**src/hw/rtl/i8sx_pkg.sv**
```systemverilog
// Shared types and constants for the IFF 8SVX stream parser.
// Depends on nothing; imported by i8sx_core and iff_8svx_stream_parser.
package i8sx_pkg;

  // Chunk and magic tags, big-endian ASCII.
  localparam logic [31:0] TagForm = 32'h464F_524D;
  localparam logic [31:0] Tag8svx = 32'h3853_5658;
  localparam logic [31:0] TagVhdr = 32'h5648_4452;
  localparam logic [31:0] TagBody = 32'h424F_4459;

  // Minimum VHDR payload size and last position of the file header.
  localparam logic [31:0] VhdrMinLen  = 32'd20;
  localparam logic [4:0]  VhdrEndOff  = 5'd20;
  localparam logic [3:0]  FileHdrLast = 4'd11;
  localparam logic [3:0]  FormLastPos = 4'd3;
  localparam logic [3:0]  ChunkTagEnd = 4'd4;
  localparam logic [3:0]  ChunkHdrLast = 4'd7;

  // Status codes reported with the final byte.
  localparam logic [3:0] StatOk         = 4'd0;
  localparam logic [3:0] StatTooShort   = 4'd1;
  localparam logic [3:0] StatBadMagic   = 4'd2;
  localparam logic [3:0] StatBadChunk   = 4'd3;
  localparam logic [3:0] StatNoVhdr     = 4'd4;
  localparam logic [3:0] StatNoBody     = 4'd5;
  localparam logic [3:0] StatZeroRate   = 4'd6;
  localparam logic [3:0] StatEmptyBody  = 4'd7;
  localparam logic [3:0] StatCompressed = 4'd8;

  // One input word: a file byte and its end mark.
  typedef struct packed {
    logic [7:0] data_byte;
    logic       end_of_file;
  } in_word_t;

  // One result word.
  typedef struct packed {
    logic        sample_valid;
    logic [7:0]  sample_byte;
    logic        done_res;
    logic [3:0]  status;
    logic [15:0] rate_hz;
    logic [7:0]  octaves;
    logic [31:0] gain_word;
    logic [31:0] body_length;
  } out_word_t;

endpackage

```
**src/hw/rtl/i8sx_core.sv**
```systemverilog
// Parser state machine: walks the file header and chunk headers, one byte per word.
// Depends on i8sx_pkg; instantiated by iff_8svx_stream_parser.
module i8sx_core import i8sx_pkg::*; (
  input  logic      clk_i,
  input  logic      rst_ni,
  input  logic      take_i,
  input  in_word_t  word_i,
  output out_word_t res_o
);

  typedef enum logic [2:0] {
    PhFile,
    PhChunk,
    PhPayload,
    PhPad,
    PhError
  } phase_e;

  phase_e      phase_q, phase_d;
  logic [3:0]  pos_q, pos_d;
  logic [31:0] tag_q, tag_d;
  logic [31:0] len_q, len_d;
  logic [31:0] left_q, left_d;
  logic [4:0]  voff_q, voff_d;
  logic        seen_vhdr_q, seen_vhdr_d;
  logic        seen_body_q, seen_body_d;
  logic [15:0] rate_q, rate_d;
  logic [7:0]  oct_q, oct_d;
  logic [7:0]  pack_q, pack_d;
  logic [31:0] gain_q, gain_d;
  logic [31:0] blen_q, blen_d;
  logic [3:0]  err_q, err_d;

  logic [7:0]  b;
  logic        sv;
  logic [3:0]  status;

  assign b = word_i.data_byte;

  // Next state for one byte.
  always_comb begin
    phase_d     = phase_q;
    pos_d       = pos_q;
    tag_d       = tag_q;
    len_d       = len_q;
    left_d      = left_q;
    voff_d      = voff_q;
    seen_vhdr_d = seen_vhdr_q;
    seen_body_d = seen_body_q;
    rate_d      = rate_q;
    oct_d       = oct_q;
    pack_d      = pack_q;
    gain_d      = gain_q;
    blen_d      = blen_q;
    err_d       = err_q;
    sv          = 1'b0;
    case (phase_q)
      PhFile: begin
        tag_d = {tag_q[23:0], b};
        if (pos_q == FormLastPos && tag_d != TagForm) begin
          err_d = StatBadMagic;
        end
        if (pos_q >= FileHdrLast) begin
          if (tag_d != Tag8svx) begin
            err_d = StatBadMagic;
          end
          pos_d   = '0;
          tag_d   = '0;
          phase_d = (err_d != StatOk) ? PhError : PhChunk;
        end else begin
          pos_d = pos_q + 4'd1;
        end
      end
      PhChunk: begin
        if (pos_q < ChunkTagEnd) begin
          tag_d = {tag_q[23:0], b};
        end else begin
          len_d = {len_q[23:0], b};
        end
        if (pos_q >= ChunkHdrLast) begin
          pos_d = '0;
          // Header complete: a short VHDR stops the parse.
          if (tag_d == TagVhdr && len_d < VhdrMinLen) begin
            err_d   = StatBadChunk;
            phase_d = PhError;
          end else begin
            if (tag_d == TagVhdr) begin
              seen_vhdr_d = 1'b1;
            end else if (tag_d == TagBody) begin
              seen_body_d = 1'b1;
              blen_d      = len_d;
            end
            left_d  = len_d;
            voff_d  = '0;
            phase_d = (len_d != '0) ? PhPayload : PhChunk;
          end
        end else begin
          pos_d = pos_q + 4'd1;
        end
      end
      PhPayload: begin
        if (tag_q == TagBody) begin
          sv = 1'b1;
        end else if (tag_q == TagVhdr) begin
          // Pick the VHDR fields out by their payload offset.
          case (voff_q)
            5'd12, 5'd13:               rate_d = {rate_q[7:0], b};
            5'd14:                      oct_d  = b;
            5'd15:                      pack_d = b;
            5'd16, 5'd17, 5'd18, 5'd19: gain_d = {gain_q[23:0], b};
            default: ;
          endcase
          if (voff_q < VhdrEndOff) begin
            voff_d = voff_q + 5'd1;
          end
        end
        left_d = left_q - 32'd1;
        if (left_d == '0) begin
          phase_d = len_q[0] ? PhPad : PhChunk;
        end
      end
      PhPad: begin
        phase_d = PhChunk;
      end
      default: ;
    endcase
  end

  // Final status from the state after this byte.
  always_comb begin
    if (phase_d == PhFile) begin
      status = StatTooShort;
    end else if (phase_d == PhError) begin
      status = err_d;
    end else if (phase_d == PhPayload && left_d != '0) begin
      status = StatBadChunk;
    end else if (!seen_vhdr_d) begin
      status = StatNoVhdr;
    end else if (!seen_body_d) begin
      status = StatNoBody;
    end else if (rate_d == '0) begin
      status = StatZeroRate;
    end else if (blen_d == '0) begin
      status = StatEmptyBody;
    end else if (pack_d != '0) begin
      status = StatCompressed;
    end else begin
      status = StatOk;
    end
  end

  // Result word; header fields appear only with the final byte.
  always_comb begin
    res_o              = '0;
    res_o.sample_valid = sv;
    res_o.sample_byte  = sv ? b : 8'd0;
    if (word_i.end_of_file) begin
      res_o.done_res    = 1'b1;
      res_o.status      = status;
      res_o.rate_hz     = rate_d;
      res_o.octaves     = oct_d;
      res_o.gain_word   = gain_d;
      res_o.body_length = blen_d;
    end
  end

  // State registers; the final byte rearms the parser.
  always_ff @(posedge clk_i or negedge rst_ni) begin
    if (!rst_ni) begin
      phase_q     <= PhFile;
      pos_q       <= '0;
      tag_q       <= '0;
      len_q       <= '0;
      left_q      <= '0;
      voff_q      <= '0;
      seen_vhdr_q <= 1'b0;
      seen_body_q <= 1'b0;
      rate_q      <= '0;
      oct_q       <= '0;
      pack_q      <= '0;
      gain_q      <= '0;
      blen_q      <= '0;
      err_q       <= '0;
    end else if (take_i) begin
      if (word_i.end_of_file) begin
        phase_q     <= PhFile;
        pos_q       <= '0;
        tag_q       <= '0;
        len_q       <= '0;
        left_q      <= '0;
        voff_q      <= '0;
        seen_vhdr_q <= 1'b0;
        seen_body_q <= 1'b0;
        rate_q      <= '0;
        oct_q       <= '0;
        pack_q      <= '0;
        gain_q      <= '0;
        blen_q      <= '0;
        err_q       <= '0;
      end else begin
        phase_q     <= phase_d;
        pos_q       <= pos_d;
        tag_q       <= tag_d;
        len_q       <= len_d;
        left_q      <= left_d;
        voff_q      <= voff_d;
        seen_vhdr_q <= seen_vhdr_d;
        seen_body_q <= seen_body_d;
        rate_q      <= rate_d;
        oct_q       <= oct_d;
        pack_q      <= pack_d;
        gain_q      <= gain_d;
        blen_q      <= blen_d;
        err_q       <= err_d;
      end
    end
  end

endmodule

```
**src/hw/rtl/iff_8svx_stream_parser.sv**
```systemverilog
// Top level of the IFF 8SVX stream parser: parser core plus output register and skid stage.
// Depends on i8sx_pkg and i8sx_core.
//
//   channel | direction | handshake                | word
//   --------+-----------+--------------------------+-----------
//   input   | in        | in_valid_i / in_stall_o  | in_word_t
//   output  | out       | out_valid_o / out_stall_i| out_word_t
//
// One result word per input word; a byte is accepted every cycle while the skid stage is
// empty, and its result is registered in the output register, or in the skid stage if it stalls.
// The rate is set by the single parser state update per byte.
// Reset returns the parser to the file header phase and empties both buffers.
// A stalled output holds its word; one more result lands in the skid stage,
// and the input stalls only while that stage is full.
module iff_8svx_stream_parser import i8sx_pkg::*; (
  input  logic      clk_i,
  input  logic      rst_ni,
  input  logic      in_valid_i,
  output logic      in_stall_o,
  input  in_word_t  in_word_i,
  output logic      out_valid_o,
  input  logic      out_stall_i,
  output out_word_t out_word_o
);

  out_word_t res;
  out_word_t out_q, out_d;
  out_word_t skid_q, skid_d;
  logic      out_valid_q, out_valid_d;
  logic      skid_valid_q, skid_valid_d;
  logic      take;
  logic      out_free;

  assign in_stall_o = skid_valid_q;
  assign take       = in_valid_i && !skid_valid_q;
  assign out_free   = !out_valid_q || !out_stall_i;

  i8sx_core u_core (
    .clk_i  (clk_i),
    .rst_ni (rst_ni),
    .take_i (take),
    .word_i (in_word_i),
    .res_o  (res)
  );

  // Output register and skid stage steering.
  always_comb begin
    out_d        = out_q;
    skid_d       = skid_q;
    out_valid_d  = out_valid_q;
    skid_valid_d = skid_valid_q;
    if (out_free) begin
      if (skid_valid_q) begin
        out_d        = skid_q;
        out_valid_d  = 1'b1;
        skid_valid_d = 1'b0;
      end else if (take) begin
        out_d       = res;
        out_valid_d = 1'b1;
      end else begin
        out_valid_d = 1'b0;
      end
    end else if (take) begin
      skid_d       = res;
      skid_valid_d = 1'b1;
    end
  end

  // Valid flags.
  always_ff @(posedge clk_i or negedge rst_ni) begin
    if (!rst_ni) begin
      out_valid_q  <= 1'b0;
      skid_valid_q <= 1'b0;
    end else begin
      out_valid_q  <= out_valid_d;
      skid_valid_q <= skid_valid_d;
    end
  end

  // Payload registers.
  always_ff @(posedge clk_i) begin
    out_q  <= out_d;
    skid_q <= skid_d;
  end

  assign out_valid_o = out_valid_q;
  assign out_word_o  = out_q;

endmodule

```
**config.mk**
```make
export PLATFORM = sky130hd
export DESIGN_NAME = iff_8svx_stream_parser
export DESIGN_NICKNAME = d
export VERILOG_FILES = /design/src/hw/rtl/i8sx_pkg.sv /design/src/hw/rtl/i8sx_core.sv /design/src/hw/rtl/iff_8svx_stream_parser.sv
export SDC_FILE = /design/constraint.sdc
export NUM_CORES = 1
export LEC_CHECK = 0
export ABC_AREA = 1
export BUFFER_PORTS_ARGS = -buffer_cell sky130_fd_sc_hd__buf_2
export CORE_MARGIN = 5
export CORE_UTILIZATION = 40
export DETAILED_ROUTE_END_ITERATION = 10
export PLACE_DENSITY_LB_ADDON = 0.1
export SLEW_MARGIN = 20
export SYNTH_ARGS = -nofsm -noshare
export SYNTH_HDL_FRONTEND = slang
export SYNTH_SLANG_ARGS = --single-unit
```
**constraint.sdc**
```tcl
create_clock -name clk_i -period 7 [get_ports clk_i]
set_input_delay 0 -clock clk_i [delete_from_list [all_inputs] [get_ports clk_i]]
set_output_delay 0 -clock clk_i [all_outputs]
set_load 0.05 [all_outputs]
```
==> flow_metrics.env, run 1 <==
export IMPL_synth_ff_type="dfrtp_1"
export IMPL_avgSynthCellArea_um2=7.91
export IMPL_synth_xor_area_share_pct=1.02
export IMPL_coreArea_um2=52800
export IMPL_cp_max_fo=56
export IMPL_die_h_um=241
export IMPL_fmax_mhz=182
export IMPL_slew_headroom_pct=37.9
export IMPL_drive_gt1_share_pct=8.78
export IMPL_grt_max_degree=113
export IMPL_cap_violations=0
export IMPL_die_w_um=241
export IMPL_grt_first_pass_wirelength_um=103000
export IMPL_period_minus_slack_ns=5.48
export IMPL_register_area_um2=11400
export IMPL_critPathCaptureType="flop"
export IMPL_htreeDepth=2
export IMPL_vias=18300
export IMPL_critPathArrivalTime_ns=5.83
export IMPL_nNetsFinal=2804
export IMPL_ir_drop_uv=211
export IMPL_start_util_pct=40.6
export IMPL_start_kind="flop"
export IMPL_grt_pass1_vias=17600
export IMPL_outcome="completed"
export IMPL_grt_total_usage_pct=22.4
export IMPL_fin_crit_sh_pct=78.3
export IMPL_worst_slack_ns=1.52
export IMPL_first_iter_violations=1600
export IMPL_viasPerCell=5.21
export IMPL_synth_edf_count=204
export IMPL_final_antenna_net_count=0
export IMPL_insertion_delay_ns=0.59
export IMPL_dp_hpwl_um=44900
export IMPL_synthesis_yosys_warnings=0
export IMPL_numCtsBuffers=49
export IMPL_cellPowerDensity_nw_per_um2=306
export IMPL_hp_class="in2async"
export IMPL_async_flop_share_pct=51.0
export IMPL_wl_um=66400
export IMPL_rows=84
export IMPL_place_area_um2=22600
export IMPL_fin_tns_setup_ns=0
export IMPL_port_buffers=116
export IMPL_setup_viol=0
export IMPL_synth_simple_area_share_pct=25.8
export IMPL_wl_per_cell_um=18.9
export IMPL_cts_resized_gates=0
export IMPL_syn_instance_count=2708
export IMPL_netlist_area_um2=21400
export IMPL_multi_input_area_um2=8360
export IMPL_cts_reportedPaths_clkPinSlew_ns=0.06
export IMPL_synth_fa_ha_area_share_pct=0.468
export IMPL_p_leak_nw=10.8
export IMPL_synth_compound_area_share_pct=11.4
export IMPL_clock_skew_ns=0.0147
export IMPL_seq_area_frac_synth_pct=53.4
export IMPL_post_cts_buffers=0
export IMPL_critical_path_class="reg2reg"
export IMPL_fillCellCount=5273
export IMPL_antenna_found_initial=2
export IMPL_postLayoutCellArea_um2=24300
export IMPL_cp_required_ns=7.35
export IMPL_synth_top_family_by_area="simple AND/OR/NAND/NOR gates"
export IMPL_synth_distinct_cells=40
export IMPL_postCtsHoldBufs=10
export IMPL_tightestPinTransition_ns=0.931
export IMPL_syn2layout_area_growth_pct=13.5
export IMPL_place_congestion=0.905
export IMPL_synth_seq_cells=416
export IMPL_place_ws_ns=1.56
export IMPL_clock_sink_count=416
export IMPL_die_area_um2=58200
export IMPL_ios=117
export IMPL_finalHoldViolCount=0
export IMPL_syn_nets=2729
export IMPL_rsz0062_at_grt="no"
export IMPL_drc_errors=0
export IMPL_synthMuxAreaShare_pct=0
export IMPL_overflow=0
export IMPL_postLayoutCoreUtil_pct=46.1
export IMPL_cts_root_buf="clkbuf_16"
export IMPL_diodes=0
export IMPL_final_max_slew_viol_count=0
export IMPL_clk_path_buf_depth=3
export IMPL_firstDrtPassIters=5
export IMPL_cts_tree="yes"
[kinds of logic (layout without fill, tap and decap cells)]
logic type | Yosys count | after routing
simple gates | 1387 | 1387
buf+inv | 430 | 545
compound gates | 442 | 442
flops | 416 | 416
xor+xnor | 25 | 25
fa+ha+maj | 8 | 8
[final cells by class]
class	count	area share [%]
sequential	416	47.1
multi-input combinational	1862	34.4
clock buffer	64	5.40
inverter	294	4.55
timing repair buffer	160	4.03
tap	688	3.54
clock inverter	27	1.01
[worst max-delay path, cell delays in order, from the launching register on]
cell and delay, ns:
dfrtp_1 0.46, nor2_4 0.65, buf_4 0.57, o21ai_0 0.32, nor2_1 0.15, nand2_1 0.06, nor2_1 0.10, nand2_1 0.12
nor2_2 0.21, nand2_2 0.42, nand2_2 0.37, inv_2 0.24, nor2_1 0.14, nor2_1 0.05, nor2_1 0.15, nand2_1 0.08
nor2_1 0.14, nand2_1 0.09, nor2_1 0.25, nand2_1 0.13, nand2_2 0.10, nand3_1 0.07, nand2_1 0.09, nand2_1 0.05
nand3_1 0.06, nand2_1 0.05
[layer usage]
layer | share of wire (%) | track usage [%] | wire [um]
met1 | 48 | 33.1 | 31900
met2 | 44 | 34.6 | 29400
met3 | 5.3 | 3.55 | 3510
met4 | 2.5 | 6.24 | 1630
met5 | 0.017 | 0 | 11
[where the power goes]
group | switching (mW) | internal [mW] | leakage [nW]
Clock | 1.06 | 1.44 | 0.764
Combinational | 1.55 | 0.547 | 5.17
Sequential | 0.111 | 2.73 | 4.90
[per-stage QoR]
step                      instances  hold WS, ns  total power, mW
after floorplan                2708       -0.296             4.36
after global placement         3410        0.126             4.97
after detailed placement       3410        0.120             4.96
after CTS                      3511       0.0446             7.49
after global routing           3511       0.0517             7.84
final                          3511      0.00212             7.44
[cell usage in the layout, fill, tap and decap left out, drive strengths merged]
master         n
nand2        863
a21oi         44
xor2          25
nand4         39
nor4          10
and3           1
nand2b         1
edfxtp       204
bufinv         3
inv          291
and2           1
clkinvlp       1
clkinv        26
buf          150
a211oi         1
o311ai         1
dlygate4sd3   10
nor3b          1
nor2         344
ha             8
a31oi          6
o41ai          1
nand3         99
o22ai        120
o21ai        248
nor3          24
a21o           1
nand3b         3
a22oi         17
dfrtp        212
o211ai         2
clkbuf        64
a221oi         1
or3            1
[synthesized netlist by cell type (4+ instances only)]
library cell	instances	share of area (%)
clkbuf_1	101	1.8
nor4_1	10	0.29
nor3_1	24	0.56
nand2_2	4	0.12
buf_1	13	0.23
nor2_1	340	6.0
nand2_1	859	15
o21ai_1	19	0.44
a22oi_1	17	0.60
inv_1	291	5.1
o22ai_1	120	3.5
dfrtp_1	212	25
xor2_1	25	1.0
a31oi_1	6	0.18
nand3_1	99	2.3
a21oi_1	41	0.96
buf_2	14	0.33
edfxtp_1	204	29
ha_1	8	0.47
o21ai_0	229	5.4
nand4_1	39	1.1
buf_6	5	0.26
[state kept, by name, summed over array words and instances (netlist names), 8 cells and up]
register,count
u_core.left_q,32
out_word_o,102
u_core.blen_q,32
u_core.gain_q,32
u_core.len_q,32
u_core.rate_q,16
u_core.oct_q,8
u_core.pack_q,8
u_core.tag_q,32
skid_q,102
[path summary, 6_finish.rpt]
check	from	endpoint	slack (ns)	cells past startpoint
min in group clk_i	in_word_i[3]	u_core.tag_q[2]	0.09	7
setup reg to reg	u_core.pos_q[2]	out_word_o[88]	1.52	25
hold reg to reg	u_core.pack_q[5]	u_core.pack_q[5]	0.48	2
max in group asynchronous	rst_ni	u_core.blen_q[12]	5.84	3
hold / removal	rst_ni	u_core.tag_q[24]	0.002	2
setup / recovery	u_core.pos_q[2]	out_word_o[88]	1.52	25
Note: power is estimated with default switching activity, not from simulation.
==> run 2: changes to the inputs <==
==> constraint.sdc (replaced) <==
create_clock -name clk_i -period 5.5 [get_ports clk_i]
set_input_delay 0 -clock clk_i [delete_from_list [all_inputs] [get_ports clk_i]]
set_output_delay 0 -clock clk_i [all_outputs]
set_load 0.05 [all_outputs]
==> flow_metrics.env, run 2 (synthesized netlist as in run 1, its figures left out) <==
export IMPL_critical_path_class="reg2reg"
export IMPL_ios=117
export IMPL_critPathArrivalTime_ns=4.87
export IMPL_grt_first_pass_wirelength_um=106000
export IMPL_insertion_delay_ns=0.60
export IMPL_clock_sink_count=416
export IMPL_syn2layout_area_growth_pct=13.8
export IMPL_critPathCaptureType="flop"
export IMPL_cellPowerDensity_nw_per_um2=392
export IMPL_post_cts_buffers=0
export IMPL_holdWs_ns=0.0197
export IMPL_rr_startpoint="u_core.pos_q[2]"
export IMPL_reg2reg_slack_ns=0.97
export IMPL_die_w_um=241
export IMPL_max_stage_delay_ns=0.46
export IMPL_layout_common_cells="nand2_1, nor2_1, inv_1, o21ai_0, dfrtp_1"
export IMPL_worst_slack_ns=0.966
export IMPL_grt_max_degree=113
export IMPL_place_congestion=0.947
export IMPL_clock_skew_ns=0.0190
export IMPL_final_max_slew_viol_count=0
export IMPL_place_ws_ns=0.966
export IMPL_rows=84
export IMPL_overflow=0
export IMPL_rsz0062_at_grt="no"
export IMPL_outcome="completed"
export IMPL_tightestPinTransition_ns=1.10
export IMPL_first_iter_violations=1701
export IMPL_fin_crit_sh_pct=82.4
export IMPL_cts_tree="yes"
export IMPL_firstDrtPassIters=6
export IMPL_seqPwrFrac_pct=37.8
export IMPL_die_area_um2=58200
export IMPL_cp_common_cell="nand2_1"
export IMPL_setup_viol=0
export IMPL_grt_total_usage_pct=23.3
export IMPL_cts_root_buf="clkbuf_16"
export IMPL_cts_reportedPaths_clkPinSlew_ns=0.06
export IMPL_period_minus_slack_ns=4.53
export IMPL_swShare_pct=36.0
export IMPL_ir_drop_uv=224
export IMPL_switchingPower_mw=3.44
export IMPL_fin_tns_setup_ns=0
export IMPL_postCtsHoldBufs=8
export IMPL_hp_class="in2async"
export IMPL_die_h_um=241
export IMPL_numCtsBuffers=48
export IMPL_final_antenna_net_count=0
export IMPL_grt_pass1_vias=17900
export IMPL_cap_violations=0
export IMPL_htreeDepth=2
export IMPL_wl_um=68600
export IMPL_dp_hpwl_um=47700
export IMPL_layout_commonest_cell="nand2_1"
export IMPL_viasPerCell=5.25
export IMPL_port_buffers=116
export IMPL_vias=18400
export IMPL_nNetsFinal=2805
export IMPL_clk_path_buf_depth=3
export IMPL_postLayoutCoreUtil_pct=46.2
export IMPL_fmax_mhz=221
export IMPL_cp_required_ns=5.83
export IMPL_start_util_pct=40.6
export IMPL_finalHoldViolCount=0
export IMPL_clock_power_share_pct=34.4
export IMPL_drc_errors=0
export IMPL_slew_headroom_pct=26.4
export IMPL_start_kind="flop"
export IMPL_p_leak_nw=10.9
export IMPL_critPathLaunch="u_core.pos_q[2]"
export IMPL_antenna_found_initial=3
export IMPL_cp_max_fo=93
export IMPL_wl_per_cell_um=19.5
export IMPL_drive_gt1_share_pct=8.99
export IMPL_rr_endpoint="out_word_o[88]"
export IMPL_rr_worst_depth=25
export IMPL_coreArea_um2=52800
export IMPL_p_int_mw=6.11
export IMPL_cpMaxStageDelayCell="dfrtp_1"
export IMPL_cts_resized_gates=0
export IMPL_crit_end="out_word_o[88]"
export IMPL_comb_power_share_pct=27.8
-- run 2: cell types whose count changed in the layout (fill, tap and decap cells not counted), sizes merged, moves of 2 or more --
cell,previous run,this run
clkinv,26,24
bufinv,3,6
dlygate4sd3,10,8
clkbuf,64,59
buf,150,154
inv,291,293
-- run 2: worst min path at each step --
stage,start,cells after the start,end
2_1_floorplan,rst_ni,0,in_stall_o
3_3_place_gp,rst_ni,1,u_core.tag_q[26]
3_5_place_dp,rst_ni,1,u_core.tag_q[26]
4_1_cts,in_word_i[1],5,u_core.rate_q[0]
5_1_grt,in_word_i[3],4,skid_q[95]
6_report,rst_ni,2,u_core.tag_q[26]
-- run 2: power groups by stage --
stage                     clock (mW)  combinational, mW  sequential, mW
after floorplan                    0               1.70            3.84
after global placement             0               2.67            3.67
after detailed placement           0               2.65            3.67
after CTS                       3.37               2.66            3.61
after global routing            3.50               2.94            3.64
final                           3.28               2.66            3.62
-- run 2: worst max-delay path: cells and delay by family (launching register included) --
family	cells	cell delay, ns
buffers and inverters	2	0.55
DFF	1	0.46
and+or+nand+nor	22	2.88
AOI/OAI and AO/OA	1	0.33
-- run 2: routing by layer --
metal,up-vias,global-route usage (%),share of wire [%]
li1,9007,-,-
met2,504,36.4,45
met5,-,0,0
met3,108,3.85,5.8
met1,8822,33.4,46
met4,0,7.20,3.0
-- run 2: final cells by class --
cell class	count	area, um^2
fill	5250	28400
sequential	416	11400
multi-input combinational	1862	8360
clock buffer	59	1280
inverter	294	1110
timing repair buffer	162	981
tap	688	861
clock inverter	31	338
antenna	1	2.50
-- run 2: per-stage QoR --
| stage | std cells | power [mW] | instance area, um^2 |
|---|---|---|---|
| floorplan | 2708 | 5.54 | 21400 |
| global route | 3512 | 10.1 | 24400 |
| finish | 3513 | 9.55 | 24400 |
| detailed placement | 3414 | 6.32 | 22700 |
| global placement | 3414 | 6.34 | 22700 |
| CTS | 3512 | 9.65 | 24400 |
